--- src/rtl/gpio_rb_pkg.sv ---
// Types, register codes and mask helpers for the GPIO register block
`timescale 1ns / 1ps

package gpio_rb_pkg;

    localparam int DATA_W        = 32;
    localparam int PIN_W         = 54;
    localparam int FSEL_WORDS    = 6;
    localparam int PINS_PER_WORD = 10;
    localparam int FIELD_W       = 3;
    localparam int FSEL_W        = PINS_PER_WORD * FIELD_W;
    localparam int FSEL_IDX_W    = $clog2(FSEL_WORDS);
    localparam int HALF_SPLIT    = 32;
    localparam int PULL_W        = 2;
    localparam int SEL_W         = 4;
    localparam int PIN_COUNT_DEF = 54;

    // Stream packing widths
    localparam int S_TDATA_W = ((DATA_W + PIN_W + 7) / 8) * 8;
    localparam int S_TUSER_W = 1 + SEL_W;
    localparam int M_TDATA_W = ((DATA_W + 2 * PIN_W + 7) / 8) * 8;
    localparam int M_TUSER_W = 1;

    localparam logic FUNC_READ  = 1'b0;
    localparam logic FUNC_WRITE = 1'b1;

    localparam logic [FIELD_W-1:0] FSEL_OUTPUT = 3'd1;

    localparam logic [SEL_W-1:0] REG_FSEL0  = 4'd0;
    localparam logic [SEL_W-1:0] REG_FSEL1  = 4'd1;
    localparam logic [SEL_W-1:0] REG_FSEL2  = 4'd2;
    localparam logic [SEL_W-1:0] REG_FSEL3  = 4'd3;
    localparam logic [SEL_W-1:0] REG_FSEL4  = 4'd4;
    localparam logic [SEL_W-1:0] REG_FSEL5  = 4'd5;
    localparam logic [SEL_W-1:0] REG_SET0   = 4'd6;
    localparam logic [SEL_W-1:0] REG_SET1   = 4'd7;
    localparam logic [SEL_W-1:0] REG_CLR0   = 4'd8;
    localparam logic [SEL_W-1:0] REG_CLR1   = 4'd9;
    localparam logic [SEL_W-1:0] REG_LEVEL0 = 4'd10;
    localparam logic [SEL_W-1:0] REG_LEVEL1 = 4'd11;
    localparam logic [SEL_W-1:0] REG_PULL   = 4'd12;

    typedef struct packed {
        logic               func;
        logic [SEL_W-1:0]   reg_sel;
        logic [DATA_W-1:0]  write_data;
        logic [PIN_W-1:0]   pin_levels;
    } gpio_rb_req_t;

    typedef struct packed {
        logic [DATA_W-1:0]  read_data;
        logic [PIN_W-1:0]   out_levels;
        logic [PIN_W-1:0]   out_enable;
        logic               bad_address;
    } gpio_rb_rsp_t;

    // One bit per implemented pin
    function automatic logic [PIN_W-1:0] pin_mask(input int count);
        logic [PIN_W-1:0] m;
        m = '0;
        for (int p = 0; p < PIN_W; p++)
        begin
            if (p < count)
            begin
                m[p] = 1'b1;
            end
        end
        return m;
    endfunction

    // Function-select field bits of one word that belong to implemented pins
    function automatic logic [FSEL_W-1:0] fsel_mask(input int word, input int count);
        logic [FSEL_W-1:0] m;
        m = '0;
        for (int k = 0; k < PINS_PER_WORD; k++)
        begin
            if (word * PINS_PER_WORD + k < count)
            begin
                m[k*FIELD_W +: FIELD_W] = '1;
            end
        end
        return m;
    endfunction

endpackage

--- src/rtl/gpio_register_block.sv ---
// GPIO register block top level: input register, register file, result register
//
//   channel   dir  tuser              tdata
//   s_axis    in   func, reg_sel      write_data, pin_levels
//   m_axis    out  bad_address        read_data, out_levels, out_enable
//
// One bus access per cycle sustained while m_axis is ready; each beat passes through
// the input register, then decode and state update into the result register.
// The state update happens as the access moves into the result register, so
// accesses take effect strictly in order.
// Reset clears function fields, output latch and pull control; no clearing pass.
// A stall on m_axis holds the result and backs up into the input register.
`timescale 1ns / 1ps

module gpio_register_block #(
    parameter int PIN_COUNT = gpio_rb_pkg::PIN_COUNT_DEF
) (
    input  logic                              clk,
    input  logic                              rst_n,
    input  logic                              s_axis_tvalid,
    output logic                              s_axis_tready,
    // write_data, pin_levels, zero pad
    input  logic [gpio_rb_pkg::S_TDATA_W-1:0] s_axis_tdata,
    // func, reg_sel
    input  logic [gpio_rb_pkg::S_TUSER_W-1:0] s_axis_tuser,
    output logic                              m_axis_tvalid,
    input  logic                              m_axis_tready,
    // read_data, out_levels, out_enable, zero pad
    output logic [gpio_rb_pkg::M_TDATA_W-1:0] m_axis_tdata,
    // bad_address
    output logic [gpio_rb_pkg::M_TUSER_W-1:0] m_axis_tuser
);
    import gpio_rb_pkg::*;

    logic          s1_valid_reg;
    logic          s1_valid_next;
    gpio_rb_req_t  s1_req_reg;
    gpio_rb_req_t  s_req;
    logic          out_valid_reg;
    logic          out_valid_next;
    gpio_rb_rsp_t  out_rsp_reg;
    gpio_rb_rsp_t  rsp;
    logic          out_free;
    logic          s1_adv;
    logic          s_acc;

    assign out_free      = !out_valid_reg || m_axis_tready;
    assign s1_adv        = s1_valid_reg && out_free;
    assign s_axis_tready = !s1_valid_reg || out_free;
    assign s_acc         = s_axis_tvalid && s_axis_tready;

    always_comb
    begin
        s_req.func       = s_axis_tuser[0];
        s_req.reg_sel    = s_axis_tuser[SEL_W:1];
        s_req.write_data = s_axis_tdata[DATA_W-1:0];
        s_req.pin_levels = s_axis_tdata[DATA_W+PIN_W-1:DATA_W];
    end

    always_comb
    begin
        s1_valid_next = s1_valid_reg;
        if (s_acc)
        begin
            s1_valid_next = 1'b1;
        end
        else if (s1_adv)
        begin
            s1_valid_next = 1'b0;
        end

        out_valid_next = out_valid_reg;
        if (s1_adv)
        begin
            out_valid_next = 1'b1;
        end
        else if (m_axis_tready)
        begin
            out_valid_next = 1'b0;
        end
    end

    always_ff @(posedge clk or negedge rst_n)
    begin
        if (!rst_n)
        begin
            s1_valid_reg  <= 1'b0;
            out_valid_reg <= 1'b0;
        end
        else
        begin
            s1_valid_reg  <= s1_valid_next;
            out_valid_reg <= out_valid_next;
        end
    end

    always_ff @(posedge clk)
    begin
        if (s_acc)
        begin
            s1_req_reg <= s_req;
        end
        if (s1_adv)
        begin
            out_rsp_reg <= rsp;
        end
    end

    gpio_rb_regs #(
        .PIN_COUNT (PIN_COUNT)
    ) u_regs (
        .clk    (clk),
        .rst_n  (rst_n),
        .req    (s1_req_reg),
        .commit (s1_adv),
        .rsp    (rsp)
    );

    assign m_axis_tvalid = out_valid_reg;
    assign m_axis_tdata  = {{(M_TDATA_W-DATA_W-2*PIN_W){1'b0}},
                            out_rsp_reg.out_enable,
                            out_rsp_reg.out_levels,
                            out_rsp_reg.read_data};
    assign m_axis_tuser  = out_rsp_reg.bad_address;

endmodule

--- src/rtl/gpio_rb_regs.sv ---
// GPIO register file: access decode, state registers and result forming
`timescale 1ns / 1ps

module gpio_rb_regs #(
    parameter int PIN_COUNT = gpio_rb_pkg::PIN_COUNT_DEF
) (
    input  logic                      clk,
    input  logic                      rst_n,
    input  gpio_rb_pkg::gpio_rb_req_t req,
    input  logic                      commit,
    output gpio_rb_pkg::gpio_rb_rsp_t rsp
);
    import gpio_rb_pkg::*;

    localparam logic [PIN_W-1:0] PMASK = pin_mask(PIN_COUNT);

    logic [FSEL_W-1:0]     fsel_reg  [FSEL_WORDS];
    logic [FSEL_W-1:0]     fsel_next [FSEL_WORDS];
    logic [PIN_W-1:0]      latch_reg;
    logic [PIN_W-1:0]      latch_next;
    logic [PULL_W-1:0]     pull_reg;
    logic [PULL_W-1:0]     pull_next;
    logic [FSEL_IDX_W-1:0] sel_idx;
    logic [PIN_W-1:0]      levels;
    logic [PIN_W-1:0]      en;
    logic [DATA_W-1:0]     rd;
    logic                  bad;
    logic                  wr;

    assign sel_idx = req.reg_sel[FSEL_IDX_W-1:0];
    assign levels  = req.pin_levels & PMASK;
    assign wr      = (req.func == FUNC_WRITE);

    always_comb
    begin
        fsel_next  = fsel_reg;
        latch_next = latch_reg;
        pull_next  = pull_reg;
        rd         = '0;
        bad        = 1'b0;
        case (req.reg_sel)
            REG_FSEL0, REG_FSEL1, REG_FSEL2, REG_FSEL3, REG_FSEL4, REG_FSEL5:
            begin
                if (wr)
                begin
                    fsel_next[sel_idx] = req.write_data[FSEL_W-1:0]
                                       & fsel_mask(int'(sel_idx), PIN_COUNT);
                end
                else
                begin
                    rd = {{(DATA_W-FSEL_W){1'b0}}, fsel_reg[sel_idx]};
                end
            end
            REG_SET0:
            begin
                if (wr)
                begin
                    latch_next = latch_reg | (PIN_W'(req.write_data) & PMASK);
                end
            end
            REG_SET1:
            begin
                if (wr)
                begin
                    latch_next = latch_reg
                               | ({req.write_data[PIN_W-HALF_SPLIT-1:0],
                                   {HALF_SPLIT{1'b0}}} & PMASK);
                end
            end
            REG_CLR0:
            begin
                if (wr)
                begin
                    latch_next = latch_reg & ~(PIN_W'(req.write_data) & PMASK);
                end
            end
            REG_CLR1:
            begin
                if (wr)
                begin
                    latch_next = latch_reg
                               & ~({req.write_data[PIN_W-HALF_SPLIT-1:0],
                                    {HALF_SPLIT{1'b0}}} & PMASK);
                end
            end
            REG_LEVEL0:
            begin
                rd = levels[HALF_SPLIT-1:0];
            end
            REG_LEVEL1:
            begin
                rd = DATA_W'(levels[PIN_W-1:HALF_SPLIT]);
            end
            REG_PULL:
            begin
                if (wr)
                begin
                    pull_next = req.write_data[PULL_W-1:0];
                end
                else
                begin
                    rd = {{(DATA_W-PULL_W){1'b0}}, pull_reg};
                end
            end
            default:
            begin
                bad = 1'b1;
            end
        endcase
    end

    // Output enable follows the function fields after this access
    for (genvar p = 0; p < PIN_W; p++)
    begin : g_en
        assign en[p] = (fsel_next[p / PINS_PER_WORD][(p % PINS_PER_WORD)*FIELD_W +: FIELD_W]
                        == FSEL_OUTPUT);
    end

    always_comb
    begin
        rsp.read_data   = wr ? '0 : rd;
        rsp.out_levels  = latch_next;
        rsp.out_enable  = en;
        rsp.bad_address = bad;
    end

    always_ff @(posedge clk or negedge rst_n)
    begin
        if (!rst_n)
        begin
            for (int w = 0; w < FSEL_WORDS; w++)
            begin
                fsel_reg[w] <= '0;
            end
            latch_reg <= '0;
            pull_reg  <= '0;
        end
        else if (commit)
        begin
            fsel_reg  <= fsel_next;
            latch_reg <= latch_next;
            pull_reg  <= pull_next;
        end
    end

endmodule

--- config.mk ---
export PLATFORM = sky130hd
export DESIGN_NAME = gpio_register_block
export DESIGN_NICKNAME = d
export VERILOG_FILES = /design/src/rtl/gpio_rb_pkg.sv /design/src/rtl/gpio_register_block.sv /design/src/rtl/gpio_rb_regs.sv
export SDC_FILE = /design/constraint.sdc
export NUM_CORES = 1
export LEC_CHECK = 0
export ABC_AREA = 0
export BUFFER_PORTS_ARGS = -buffer_cell sky130_fd_sc_hd__buf_4
export CAP_MARGIN = 10
export CORE_ASPECT_RATIO = 0.7
export CORE_MARGIN = 2
export CORE_UTILIZATION = 50
export CTS_CLUSTER_DIAMETER = 100
export DETAILED_ROUTE_END_ITERATION = 10
export PLACE_DENSITY = 0.78
export SYNTH_ARGS = -nofsm -noshare
export SYNTH_HDL_FRONTEND = slang
export SYNTH_SLANG_ARGS = --single-unit
--- constraint.sdc ---
create_clock -name clk -period 11.2 [get_ports clk]
set_clock_uncertainty 0.2 [all_clocks]
set_input_delay 1.68 -clock clk [delete_from_list [all_inputs] [get_ports clk]]
set_output_delay 1.68 -clock clk [all_outputs]
set_load 0.01 [all_outputs]
==> Word level (Yosys, flattened, before mapping) <==
Index checks and enable logic that the tools add are counted.
{ "word_totals": {"reg_bits": 470, "input_bits": 97, "out_inout_bits": 147, "word_cells": 178} }
{ "op_classes": {"addsub": 9, "n_mul": 1, "n_lt_le_gt_ge": 12, "eq_ne": 66, "muxes": 49, "n_bitwise": 8, "n_reduce_logical": 14} }
{ "op_table": {"columns": ["cell", "n"], "rows": [
  ["$mux 180", 2],
  ["$lt 32x7->1 const B", 10],
  ["$mux 54", 4],
  ["$pmux 54 s4", 1],
  ["$bwmux 180", 1],
  ["$eq 3x1->1 const B", 54],
  ["$add 32x4->32 const B", 4],
  ["$pmux 32 s4", 1],
  ["$and 54x54->54", 2],
  ["$bmux 30 s3", 1],
  ["$demux 30 s3", 1],
  ["$mux 3", 30],
  ["$mux 30", 3],
  ["$add 32x3->32 const B", 2],
  ["$add 32x5->32 const B", 2],
  ["$not 32->54", 1],
  ["$not 54->54", 1],
  ["$or 54x32->54", 1],
  ["$or 54x54->54", 1],
  ["$add 32x2->32 const B", 1],
  ["$and 30x30->30", 1],
  ["$eq 4x4->1 const B", 5],
  ["$eq 4x3->1 const B", 4],
  ["$reduce_or 13->1", 1],
  ["14 further kinds", 25]
]} }

==> Logic depth before layout (Yosys ltp) <==
{ "depth": {"word_depth": 11, "depth_mapped": 11, "depth_no_buf": 9} }

==> Modules after synthesis <==
Synthesis repeated with hierarchy kept, for this count alone.
{ "unflattened": {"hier_cells": 1664, "hier_area_um2": 20028.0} }
{ "by_module_without_submodules": {"columns": ["mod", "n_inst", "cells_per_inst", "area_each_um2", "seq_area_each_um2"], "rows": [
  ["gpio_rb_regs", 1, 1419, 12923.6, 5905.7],
  ["gpio_register_block", 1, 245, 7104.3, 7016.7]
]} }

==> Worst setup path after synthesis <==
Ideal clock, no wire load.
{ "synth_path": {"path_type": "input to register", "from": "in m_axis_tready", "to": "reg u_regs.latch_reg[28]", "setup_ps": 86, "arrival_time_ps": 7076, "t_required_ps": 10914, "slack_ps": 3838, "stages": 6, "path_buffers": 2, "cell_sequence": "nand2b_1 -> nand2_1 -> inv_1 -> clkbuf_1 -> buf_1 -> mux2_2"} }
{ "synth_via": {"elab_chain_cells": 2} }
{ "synth_lines": {"columns": ["item", "line", "rtl"], "rows": [
  ["start: declaration", "gpio_register_block.sv:27", "input logic m_axis_tready,"],
  ["$logic_or 1x1->1", "gpio_register_block.sv:47", "assign out_free = !out_valid_reg || m_axis_tready;"],
  ["$logic_and 1x1->1", "gpio_register_block.sv:48", "assign s1_adv = s1_valid_reg && out_free;"],
  ["end signal: assignment", "gpio_rb_regs.sv:141", "latch_reg <= latch_next;"],
  ["end: declaration", "gpio_rb_regs.sv:19", "logic [PIN_W-1:0] latch_reg;"]
]} }
Every way passes these cells.
A chain may end at the register's enable or synchronous reset.

==> flow_summary.toml <==
[cts]
cts_tree = "built"
numCtsBuffers = 44
cts.repair.resized = 0
clock_sink_count = 470
clockBufferDepth = 3
clk_pin_slew_ps = 60
cts-root-buf = "clkbuf_16"
htreeDepth = 2
post_cts_buffers = 0
clock_latency_ps = 560
cts_hold_buffers = 0

[worst_setup_path]
max_stage_delay_ps = 700
start_kind = "flip-flop"
cp.required_ps = 11340
worstPathCellList = "buf_4 -> buf_4 -> ha_1 -> xor2_2 -> ha_1 -> fa_1 -> nand2_1 -> a21oi_1 -> a31oi_1 -> nand4_1 -> o21ai_0"
worstPathMaxFanout = 43
path_class = "reg -> reg"
arrival_ps = 5230
slowest_stage = "a31oi_1"
end_kind = "flip-flop"

[yosys]
yosys-top-cells-area = "edfxtp_1, dfrtp_1, mux2_2"
yosys.area.top_type_share = 0.346
yosys.area.top_type = "edfxtp_1"
synthArstFlopShare = 0.506
syn_area_um2 = 20100
ys_ff_latch = 470
syn_avg_cell_area_um2 = 12.1
ys_types = 58
ys_warn_count = 0
synthFlopType = "dfrtp_1"
syn_inst = 1663
yosysSeqAreaShare = 0.642
synth_edf_count = 232

[power]
pwr-share-comb = 0.173
seq_power_share = 0.506
p_int_mw = 3.33
switching_share = 0.271
leakage_nw = 9.68
power.density_nw_per_um2 = 192
clockPowerShare = 0.321
finalPower_mw = 4.57
power.switching_mw = 1.24
vdd_drop_max_v = 0.000142

[die]
die_y_um = 172
die_x_um = 244
die_area_um2 = 41900
core_um2 = 39700
ioPinCount = 244
num_rows = 61
start_util = 0.507

[placement]
place_inst = 2337
port_buffers = 237
dpl.hpwl_mm = 37.4
place.gp.congestion = 0.932

[route]
via_count = 14700
drtPass1Iterations = 6
wl_per_cell_um = 22.9
drtIter0Drc = 1942
viasPerCell = 6.08
wl_mm = 55.4
ant_nets = 0
drcViolationCount = 0

[layout]
final_cells = 2419
regArea_um2 = 12900
syn2layout_area_growth_pct = 18.0
fill_cells = 3066
largest_reg_flops = 162
multi_input_area_um2 = 6770
final_nets = 1961
insertedDiodeCount = 0
drive_gt1_frac = 0.250

[run_status]
status = "finished clean"

[grt]
grt_pass1_vias = 14200
antenna_found_initial = 0
grt_overflow_total = 0
track_usage = 0.258
grt_max_degree = 96
grt_pass1_wl_mm = 82.6

[sta]
slew_headroom = 0.170
fin_crit_ps = 5090
worstMarginPinSlew_ps = 1240
fmax_mhz = 196
fin_setup_tns_ps = 0
hold_viol_final = 0
rsz0062_at_grt = "no"
fin_crit_sh = 0.455
finalSetupViolCount = 0
report.final.slew_viol_count = 0

[worst_hold_path]
hp-class = "reg -> reg"

[run]
cap_violations = 0
area by class of cell:
class	instances	area share
sequential	470	0.544
multi-input combinational	1065	0.285
timing repair buffer	262	0.0830
clock buffer	73	0.0576
tap	535	0.0282
clock inverter	7	0.00147
inverter	7	0.00132
synthesized netlist by cell type, types with 9 or more instances:
cell type	instances
edfxtp_1	232
a22oi_1	41
o21ai_0	168
dfrtp_1	238
a21oi_1	145
mux2_2	89
nand2_1	203
nor2_1	109
buf_2	11
buf_1	9
mux4_2	30
ha_1	13
nand3_1	57
o22ai_1	21
mux2i_1	11
and2_1	21
a31oi_1	30
clkbuf_1	100
o31ai_1	19
nor3b_1	9
power groups by stage:
stage / registers (mW) / logic (mW) / clock network (mW)
4_1_cts: 2.31 / 0.785 / 1.49
6_report: 2.31 / 0.788 / 1.47
5_1_grt: 2.34 / 0.864 / 1.56
3_3_place_gp: 2.32 / 0.745 / 0
2_1_floorplan: 2.33 / 0.456 / 0
3_5_place_dp: 2.34 / 0.780 / 0
worst paths after layout:
path / startpoint / to / slack [ps] / depth (start not counted)
max in group asynchronous: rst_n / u_regs.fsel_reg[78] / 7500 / 3
setup reg to reg: s1_req_reg[86] / m_axis_tdata[94] / 6110 / 11
hold reg to reg: flip-flop / flip-flop / 280 / 2
min in group asynchronous: rst_n / u_regs.latch_reg[26] / 970 / 1
setup / recovery: s1_req_reg[86] / m_axis_tdata[94] / 6110 / 11
hold / removal: flip-flop / flip-flop / 280 / 2
cell usage in the layout, fill, tap and decap left out, types with 48 or more instances in the layout:
cell / Yosys / routed
buf_4: 4 / 259
dfrtp_1: 238 / 238
o21ai_0: 168 / 168
nand3_1: 57 / 57
nor2_1: 109 / 108
a21oi_1: 145 / 145
clkbuf_16: 0 / 48
nand2_1: 203 / 203
mux2_2: 89 / 89
edfxtp_1: 232 / 232
metrics by stage:
step / setup slack [ps] / cell area (um^2) / hold slack, ps / util
after floorplan: 3840 / 20200 / 246 / -
final: 6110 / 23800 / 281 / 0.599
after detailed placement: 6250 / 22400 / 274 / 0.563
after global placement: 6350 / 22400 / 260 / 0.563
after CTS: 6210 / 23800 / 289 / 0.599
after global routing: 5800 / 23800 / 319 / 0.599
logic make-up (layout without fill, tap and decap cells):
logic type | after synthesis | count (layout) | synth area share
xor+xnor | 4 | 4 | 0.00211
mux | 130 | 130 | 0.0888
simple gates | 460 | 460 | 0.104
flops | 470 | 470 | 0.642
compound gates | 453 | 453 | 0.128
fa+ha+maj | 14 | 14 | 0.00907
buf+inv | 131 | 349 | 0.0258
other cells | 1 | 4 | 0.000186
critical path, delay by kind of cell, from the launching register on:
kind | cells | cell delay (ps)
flops | 1 | 330
xor+xnor | 1 | 310
buf+inv | 2 | 1150
compound gates | 3 | 1130
fa+ha+maj | 3 | 1260
simple gates | 2 | 440
routing by layer:
metal | global-route usage | routed length [um] | vias to the layer above
met5 | 0 | 0 | -
met4 | 0.0790 | 1510 | 0
met3 | 0.0574 | 5440 | 109
met2 | 0.403 | 25400 | 814
met1 | 0.366 | 23000 | 7319
li1 | - | - | 6472
Note: power is estimated with default switching activity, not from simulation.
